`src/rtl/ctd_pkg.sv`:
```
// Shared constants, widths and controller command types for the contingent TPDF dither block.
`timescale 1ns / 1ps
`default_nettype none

package ctd_pkg;

	// Input format and scaling into Q.24
	localparam int FRAC_BITS = 16;
	localparam int SCALE_SH  = (24 - FRAC_BITS < 0) ? 0 :
		((24 - FRAC_BITS > 16) ? 16 : 24 - FRAC_BITS);
	localparam int IN_W  = 40;
	localparam int X_W   = IN_W + SCALE_SH + 2;
	localparam int SUM_W = X_W + 1;
	localparam int Y_W   = SUM_W - 24;

	// Datapath widths
	localparam int RS_W  = 18;
	localparam int RND_W = 21;
	localparam int D_W   = 23;
	localparam int C_W   = 18;
	localparam int OMC_W = 19;
	localparam int MA_W  = 23;
	localparam int MB_W  = 20;
	localparam int P_W   = MA_W + MB_W;

	// Q.18 constants
	localparam logic [18:0] K_PHI            = 19'd424158;
	localparam logic [18:0] K_OMEGA          = 19'd148673;
	localparam logic [18:0] K_EXPC           = 19'd17298;
	localparam logic [18:0] K_ONE_MINUS_EXPC = 19'd244846;
	localparam logic [18:0] K_HALF           = 19'd131072;

	localparam logic signed [X_W-1:0] OFFSET_X = X_W'(100401 * 64);
	localparam logic signed [Y_W-1:0] Y_MAX    = Y_W'(8388607);
	localparam logic signed [Y_W-1:0] Y_MIN    = Y_W'(-8388608);
	localparam logic signed [23:0]    OUT_MAX  = 24'sh7FFFFF;
	localparam logic signed [23:0]    OUT_MIN  = 24'sh800000;

	typedef enum logic [2:0] {
		OP_NONE,
		OP_MUL_RS,
		OP_MUL_ERR,
		OP_MUL_M,
		OP_MUL_SHAPE,
		OP_DITHER,
		OP_MUL_APPLY,
		OP_FINISH
	} ctd_op_t;

	typedef struct packed {
		logic    load;
		ctd_op_t op;
	} ctd_cmd_t;

endpackage

`default_nettype wire

```
`src/rtl/ctd_datapath.sv`:
```
// Datapath of the dither block: shared multiplier, working registers and result register.
`timescale 1ns / 1ps
`default_nettype none

module ctd_datapath (
	input  wire logic                         clk,
	input  wire logic                         arst_n,
	input  wire ctd_pkg::ctd_cmd_t            cmd,
	input  wire logic signed [ctd_pkg::IN_W-1:0] input_sample,
	input  wire logic [15:0]                  rand_a,
	input  wire logic [15:0]                  rand_b,
	output logic signed [23:0]                dithered_sample,
	output logic                              clipped
);
	import ctd_pkg::*;

	logic signed [X_W-1:0]   x_q;
	logic signed [RS_W-1:0]  rs_q;
	logic [15:0]             e_q;
	logic [15:0]             err_q;
	logic [16:0]             m_q;
	logic signed [RND_W-1:0] rnd_q;
	logic [C_W-1:0]          c_q;
	logic signed [D_W-1:0]   d_q;
	logic signed [P_W-1:0]   p_q;
	logic                    phase_q;
	logic signed [23:0]      dithered_sample_q;
	logic                    clipped_q;

	logic signed [X_W-1:0]   x_load;
	logic signed [X_W-1:0]   x_off;
	logic [23:0]             mag_lo;
	logic [16:0]             t_val;
	logic [16:0]             m_next;
	logic [C_W-1:0]          p_q16;
	logic [OMC_W-1:0]        omc;
	logic signed [D_W-1:0]   c_ext;
	logic signed [D_W-1:0]   d_next;
	logic signed [MA_W-1:0]  mul_a;
	logic signed [MB_W-1:0]  mul_b;
	logic signed [P_W-1:0]   product;
	logic signed [SUM_W-1:0] sum;
	logic signed [Y_W-1:0]   y_val;
	logic                    over;
	logic                    under;

	always_comb begin
		x_load = X_W'(input_sample) <<< SCALE_SH;
		if (input_sample == '0) begin
			x_off = '0;
		end else if (input_sample[IN_W-1]) begin
			x_off = -OFFSET_X;
		end else begin
			x_off = OFFSET_X;
		end

		// fraction of |x| only needs the low 24 bits of the negation
		mag_lo = x_q[X_W-1] ? (24'd0 - x_q[23:0]) : x_q[23:0];

		// triangle of the new error
		t_val  = {e_q, 1'b0};
		m_next = (t_val > 17'd65536) ? 17'(18'd131072 - {1'b0, t_val}) : t_val;

		p_q16 = p_q[16 +: C_W];
		omc   = K_ONE_MINUS_EXPC - {1'b0, p_q16};

		c_ext  = D_W'({1'b0, c_q});
		d_next = D_W'(p_q >>> 18) + (phase_q ? c_ext : -c_ext) + D_W'(K_HALF);

		mul_a = '0;
		mul_b = '0;
		case (cmd.op)
			OP_MUL_RS: begin
				mul_a = MA_W'(rs_q);
				mul_b = MB_W'({1'b0, K_PHI});
			end
			OP_MUL_ERR: begin
				mul_a = MA_W'({1'b0, err_q});
				mul_b = MB_W'({1'b0, K_OMEGA});
			end
			OP_MUL_M: begin
				mul_a = MA_W'({1'b0, m_q});
				mul_b = MB_W'({1'b0, K_OMEGA});
			end
			OP_MUL_SHAPE: begin
				mul_a = MA_W'(rnd_q);
				mul_b = MB_W'({1'b0, omc});
			end
			OP_MUL_APPLY: begin
				mul_a = MA_W'(d_q);
				mul_b = MB_W'({1'b0, c_q});
			end
			default: begin
				mul_a = '0;
				mul_b = '0;
			end
		endcase
		product = mul_a * mul_b;

		sum   = SUM_W'(x_q) + SUM_W'(p_q >>> 12);
		y_val = Y_W'(sum >>> 24);
		over  = (y_val > Y_MAX);
		under = (y_val < Y_MIN);
	end

	always_ff @(posedge clk or negedge arst_n) begin
		if (!arst_n) begin
			err_q   <= '0;
			phase_q <= 1'b0;
		end else begin
			if (cmd.op == OP_MUL_ERR) begin
				err_q <= e_q;
			end
			if (cmd.op == OP_FINISH) begin
				phase_q <= ~phase_q;
			end
		end
	end

	always_ff @(posedge clk) begin
		if (cmd.load) begin
			x_q  <= x_load + x_off;
			rs_q <= $signed({2'b00, rand_a} + {2'b00, rand_b}) - 18'sd65536;
		end
		case (cmd.op)
			OP_MUL_RS: begin
				p_q <= product;
				e_q <= mag_lo[23:8];
			end
			OP_MUL_ERR: begin
				rnd_q <= RND_W'(p_q >>> 16);
				p_q   <= product;
				m_q   <= m_next;
			end
			OP_MUL_M: begin
				rnd_q <= rnd_q - RND_W'(p_q >>> 16);
				p_q   <= product;
			end
			OP_MUL_SHAPE: begin
				c_q <= p_q16 + C_W'(K_EXPC);
				p_q <= product;
			end
			OP_DITHER: begin
				d_q <= d_next;
			end
			OP_MUL_APPLY: begin
				p_q <= product;
			end
			OP_FINISH: begin
				clipped_q <= over | under;
				if (over) begin
					dithered_sample_q <= OUT_MAX;
				end else if (under) begin
					dithered_sample_q <= OUT_MIN;
				end else begin
					dithered_sample_q <= y_val[23:0];
				end
			end
			default: begin
			end
		endcase
	end

	assign dithered_sample = dithered_sample_q;
	assign clipped         = clipped_q;

endmodule

`default_nettype wire

```
`src/rtl/ctd_ctrl.sv`:
```
// Controller of the dither block: step sequencer and output valid register.
`timescale 1ns / 1ps
`default_nettype none

module ctd_ctrl (
	input  wire logic           clk,
	input  wire logic           arst_n,
	input  wire logic           in_valid,
	output logic                in_ready,
	output logic                out_valid,
	input  wire logic           out_ready,
	output ctd_pkg::ctd_cmd_t   cmd
);
	import ctd_pkg::*;

	typedef enum logic [2:0] {
		ST_IDLE,
		ST_RS,
		ST_ERR,
		ST_M,
		ST_SHAPE,
		ST_DITHER,
		ST_APPLY,
		ST_FINISH
	} state_t;

	state_t state_q;
	logic   out_valid_q;
	logic   finish;

	assign in_ready  = (state_q == ST_IDLE);
	assign out_valid = out_valid_q;
	// write the result once the output register is free or being emptied
	assign finish    = (state_q == ST_FINISH) && (!out_valid_q || out_ready);

	always_comb begin
		cmd.load = in_valid && (state_q == ST_IDLE);
		unique case (state_q)
			ST_IDLE:   cmd.op = OP_NONE;
			ST_RS:     cmd.op = OP_MUL_RS;
			ST_ERR:    cmd.op = OP_MUL_ERR;
			ST_M:      cmd.op = OP_MUL_M;
			ST_SHAPE:  cmd.op = OP_MUL_SHAPE;
			ST_DITHER: cmd.op = OP_DITHER;
			ST_APPLY:  cmd.op = OP_MUL_APPLY;
			ST_FINISH: cmd.op = finish ? OP_FINISH : OP_NONE;
			default:   cmd.op = OP_NONE;
		endcase
	end

	always_ff @(posedge clk or negedge arst_n) begin
		if (!arst_n) begin
			state_q     <= ST_IDLE;
			out_valid_q <= 1'b0;
		end else begin
			if (finish) begin
				out_valid_q <= 1'b1;
			end else if (out_ready) begin
				out_valid_q <= 1'b0;
			end
			unique case (state_q)
				ST_IDLE:   if (in_valid) state_q <= ST_RS;
				ST_RS:     state_q <= ST_ERR;
				ST_ERR:    state_q <= ST_M;
				ST_M:      state_q <= ST_SHAPE;
				ST_SHAPE:  state_q <= ST_DITHER;
				ST_DITHER: state_q <= ST_APPLY;
				ST_APPLY:  state_q <= ST_FINISH;
				ST_FINISH: if (finish) state_q <= ST_IDLE;
				default:   state_q <= ST_IDLE;
			endcase
		end
	end

endmodule

`default_nettype wire

```
`src/rtl/contingent_tpdf_dither_24bit_top.sv`:
```
// Top level of the contingent TPDF dither quantizer to 24 bits.
// Input channel (in_valid/in_ready) carries one item: a 40-bit signed sample
// with 16 fraction bits in 24-bit steps, and two 16-bit random fractions.
// Output channel (out_valid/out_ready) carries one item per input item: the
// floored, saturated 24-bit code and a clip flag.
// The block works on one item at a time. in_ready is high only while the
// sequencer is idle; after acceptance the item takes five passes through
// the single shared 23x20 multiplier, one step that forms the dither and one
// that adds, floors and saturates. A new item is taken only once the
// sequencer is back in idle.
// out_valid rises once the finishing step writes the result register.
// The result sits in an output register: the next item is accepted while
// it waits. If the receiver still stalls when the next result is ready,
// the sequencer holds in its last step until the register empties.
// Reset clears the carried error and the phase bit and leaves the block
// idle with no result pending.
`timescale 1ns / 1ps
`default_nettype none

module contingent_tpdf_dither_24bit_top (
	input  wire logic                             clk,
	input  wire logic                             arst_n,
	input  wire logic                             in_valid,
	output logic                                  in_ready,
	input  wire logic signed [ctd_pkg::IN_W-1:0]  input_sample,
	input  wire logic [15:0]                      rand_a,
	input  wire logic [15:0]                      rand_b,
	output logic                                  out_valid,
	input  wire logic                             out_ready,
	output logic signed [23:0]                    dithered_sample,
	output logic                                  clipped
);
	import ctd_pkg::*;

	ctd_cmd_t cmd;

	ctd_ctrl u_ctrl (
		.clk       (clk),
		.arst_n    (arst_n),
		.in_valid  (in_valid),
		.in_ready  (in_ready),
		.out_valid (out_valid),
		.out_ready (out_ready),
		.cmd       (cmd)
	);

	ctd_datapath u_datapath (
		.clk             (clk),
		.arst_n          (arst_n),
		.cmd             (cmd),
		.input_sample    (input_sample),
		.rand_a          (rand_a),
		.rand_b          (rand_b),
		.dithered_sample (dithered_sample),
		.clipped         (clipped)
	);

	// an accepted item keeps the input closed while it is in work
	a_busy_after_accept: assert property (@(posedge clk) disable iff (!arst_n)
		(in_valid && in_ready) |-> ##1 !in_ready ##1 !in_ready)
		else $error("input reopened too early after an accepted item");

	// a new result only appears at the end of a busy sequence
	a_result_from_work: assert property (@(posedge clk) disable iff (!arst_n)
		$rose(out_valid) |-> $past(!in_ready))
		else $error("result raised without an item in work");

	// clipping implies the code sits at a 24-bit limit
	a_clip_at_limit: assert property (@(posedge clk) disable iff (!arst_n)
		(out_valid && clipped) |->
			(dithered_sample == 24'sh7FFFFF || dithered_sample == 24'sh800000))
		else $error("clip flag set on an unsaturated code");

endmodule

`default_nettype wire
```
`config.mk`:
```
export PLATFORM = sky130hd
export DESIGN_NAME = contingent_tpdf_dither_24bit_top
export DESIGN_NICKNAME = d
export VERILOG_FILES = /design/src/rtl/ctd_pkg.sv /design/src/rtl/ctd_datapath.sv /design/src/rtl/ctd_ctrl.sv /design/src/rtl/contingent_tpdf_dither_24bit_top.sv
export SDC_FILE = /design/constraint.sdc
export NUM_CORES = 2
export LEC_CHECK = 0
export BUFFER_PORTS_ARGS = -buffer_cell sky130_fd_sc_hd__buf_2
export CAP_MARGIN = 20
export CORE_UTILIZATION = 59
export DETAILED_ROUTE_END_ITERATION = 12
export HOLD_SLACK_MARGIN = 0.06
export PLACE_DENSITY = 0.77
export SETUP_SLACK_MARGIN = 0.3
export SYNTH_ARGS = -nofsm -noshare
export SYNTH_HDL_FRONTEND = slang
export SYNTH_SLANG_ARGS = --single-unit
```
`constraint.sdc`:
```
create_clock -name clk -period 8.91 [get_ports clk]
set_input_delay 1.3365 -clock clk [delete_from_list [all_inputs] [get_ports clk]]
set_output_delay 1.3365 -clock clk [all_outputs]
set_load 0.05 [all_outputs]
```
==> metrics.cfg <==
[critical_path]
critPathTopFamily = adder cells
arrival_ns = 8.95
crit_start = out_ready
reg2reg_to = u_datapath.p_q[31]$_DFFE_PP_
start_kind = input pin
cp_common_cell = fa_1
critPathMaxFanout = 7
timing_worst_setup_path_type = in2reg
path_depth = 35
critPathCaptureType = flip-flop
worstPathRequired_ns = 9.21
worst-r2r-cell-count = 39
cpPeakStageDelay_ns = 0.56
path_buf_inv = 10
r2r_start = u_ctrl.state_q[1]$_DFFE_PN0P_
r2r_setup_slack_ns = 0.31
endpoint = u_datapath.p_q[35]$_DFFE_PP_
slowest_stage = fa_1

[yosys]
ys_warn_count = 0
syn_area_per_cell_um2 = 9.39
synth-xor-area-share_pct = 6.01
synthAdderAreaFrac_pct = 39.6
syn_area_mm2 = 0.0319
ys_seq_area_share_pct = 21.1
synthFlopType = edfxtp_1
synth_cells = 3400
syn-num-nets = 4215
ys_async_sr_fraction_pct = 9.21
synth-seq-cells = 228
synthSimpleGateAreaFrac_pct = 11.9
yosysUniqueCellTypes = 71
synth_compound_area_share_pct = 11.9
synth.mux.area_fraction_pct = 0.698
synth_top_family_by_area = adder cells
synth_edf_count = 207

[floorplan]
dieArea_mm2 = 0.0550
start_util_pct = 60.2
coreArea_mm2 = 0.0530
fp.dieW_um = 235
core.rowCount = 84
die_h_um = 235
io_pins = 103

[drt]
drc = 0
routed.top_layer = met4
post_drt_wl_per_cell_um = 19.5
wl_met2_um = 42300
first_pass_iters = 5
drt_iter0_drc = 2094
vias = 25889
wl_met3_um = 6970
ant_nets = 0
vias_per_cell = 5.75
wl_met1_um = 35500
drt_wl_total_um = 87800

[clocking]
cts_buffers = 24
cts_tree = built
cts_root_buf = clkbuf_16
path_clk_slew_ns = 0.07
clk_path_buf_depth = 3
clock_latency_ns = 0.57
clock_sinks = 228
htreeDepth = 1
ctsHoldBuffers = 0

[grt]
track_usage_pct = 33.1
grt_pass1_vias = 26197
antenna_found_initial = 2
grt_overflow = 0
grt_pass1_wl_um = 141000
grt_max_degree = 62

[timing]
tightest_slew_ns = 1.11
rsz0062_at_grt = yes
slew_viol_final = 0
fmax_ghz = 0.116
timing.slew.headroom_pct = 25.7
fin_crit_sh_pct = 97.1
period_needed_ns = 8.65
fin_ws_ns = 0.257
setup_viol = 0
hold_viol_final = 0
fin_worst_skew_ns = 0.0365

[cells_and_area]
layout_common_cells = inv_1 (616), fa_1 (441), nand2_1 (377)
area_delta_synth_final_pct = 19.2
layout_commonest_cell = inv_1
drive_above_1_share_pct = 19.1
nets = 4612

[place]
dp_hpwl_um = 71900
post-place-ws_ns = -0.539
io_buffers = 102
gp_congestion = 0.987

[hold_path]
hp-class = reg2reg

[run]
cap_viol_max_count = 0

[outcome]
status = finished, final reports clean

[cell families after synthesis]
family,count (synthesis)
AO/OA/AOI/OAI,568
XOR/XNOR,219
adder cells (fa/ha/maj),739
buffers and inverters,741
flip-flops,228
multiplexers,20
AND/OR/NAND/NOR,885
[stage by stage]
step / std cells / hold slack [ns] / cell area (µm²) / utilization [%] / setup TNS [ns]
after floorplan: 3400 / 0.480 / 32400 / - / 0
after global placement: 4399 / 0.498 / 36000 / 68.0 / -4.69
after detailed placement: 4400 / 0.498 / 36000 / 68.0 / -6.29
after CTS: 4463 / 0.513 / 37100 / 70.1 / 0
after global routing: 4502 / 0.538 / 38000 / 71.8 / 0
final: 4505 / 0.511 / 38000 / 71.8 / 0
[cells in the mapped netlist, types with 12 or more instances]
| library cell | number | area (µm²) |
|---|---|---|
| inv_1 | 640 | 2400 |
| fa_1 | 453 | 9070 |
| nand2_1 | 393 | 1480 |
| nor2_1 | 299 | 1120 |
| ha_1 | 286 | 3580 |
| edfxtp_1 | 207 | 6220 |
| xnor2_1 | 153 | 1340 |
| a21oi_1 | 142 | 711 |
| a21o_1 | 106 | 796 |
| o21ai_0 | 98 | 490 |
| clkbuf_1 | 95 | 357 |
| xor2_1 | 66 | 578 |
| nand3_1 | 28 | 140 |
| a221oi_1 | 26 | 228 |
| nor2b_1 | 25 | 156 |
| a221o_1 | 24 | 240 |
| nor3_1 | 23 | 115 |
| dfrtp_1 | 21 | 526 |
| o21a_1 | 20 | 150 |
| o31ai_1 | 19 | 143 |
| mux2_2 | 18 | 203 |
| and3_1 | 17 | 106 |
| nand2b_1 | 16 | 100 |
| nand4_1 | 16 | 100 |
| nor4_1 | 16 | 100 |
| o21bai_1 | 15 | 113 |
| or2_2 | 15 | 93.8 |
| a31oi_1 | 14 | 87.6 |
| and2_1 | 12 | 75.1 |
[sequential cells by signal, indices dropped and copies added, names as in the netlist]
name	flops
u_datapath.err_q	16
u_ctrl.out_valid	1
u_datapath.rs_q	17
u_datapath.dithered_sample	24
u_ctrl.state_q	3
u_datapath.e_q	16
u_datapath.p_q	27
u_datapath.clipped	1
u_datapath.c_q	18
u_datapath.d_q	23
u_datapath.m_q	16
u_datapath.x_q	44
u_datapath.phase_q	1
u_datapath.rnd_q	21
[layout make-up]
class	count	area [µm²]
well taps	688	861
multi-input cells	2432	23400
clock buffers	28	626
repair buffers	471	3890
diodes	3	7.51
inverters	640	2400
fillers	3806	14900
flip-flops and latches	228	6740
clock inverters	15	121
[worst register-to-register path: cells and delay by family, from the launching register on]
family	cells	cell delay (ns)
AO/OA/AOI/OAI	5	0.86
XOR/XNOR	1	0.21
adder cells (fa/ha/maj)	9	4.09
buffers and inverters	17	1.91
flip-flops	1	0.47
AND/OR/NAND/NOR	7	0.86
[timing repair]
action | 4_1_cts | 5_1_grt
pin swaps | 28 | 100
buffers inserted | 19 | 38
cloned | 1 | 0
resized for setup | 40 | 146
setup endpoints to repair | 13 | 22
[worst min-delay path by stage]
stage,start,endpoint,cells past startpoint,slack [ns]
floorplan,u_datapath.err_q[2]$_DFFE_PN0N_,u_datapath.err_q[2]$_DFFE_PN0N_,1,0.48
CTS,u_datapath.err_q[7]$_DFFE_PN0N_,u_datapath.err_q[7]$_DFFE_PN0N_,1,0.51
finish,u_datapath.err_q[7]$_DFFE_PN0N_,u_datapath.err_q[7]$_DFFE_PN0N_,1,0.51
detailed placement,u_datapath.err_q[7]$_DFFE_PN0N_,u_datapath.err_q[7]$_DFFE_PN0N_,1,0.50
global route,u_datapath.err_q[7]$_DFFE_PN0N_,u_datapath.err_q[7]$_DFFE_PN0N_,1,0.54
global placement,u_datapath.err_q[13]$_DFFE_PN0N_,u_datapath.err_q[13]$_DFFE_PN0N_,1,0.50
[metal layers]
layer | up-vias | global-route usage [%]
met5 | - | 0
met3 | 188 | 5.10
li1 | 11858 | -
met4 | 0 | 9.86
met2 | 1040 | 55.7
met1 | 12803 | 44.3
Power is left out: the tool's default activity adds up to more than one toggle a clock period on the data nets, which glitch-free logic cannot reach.
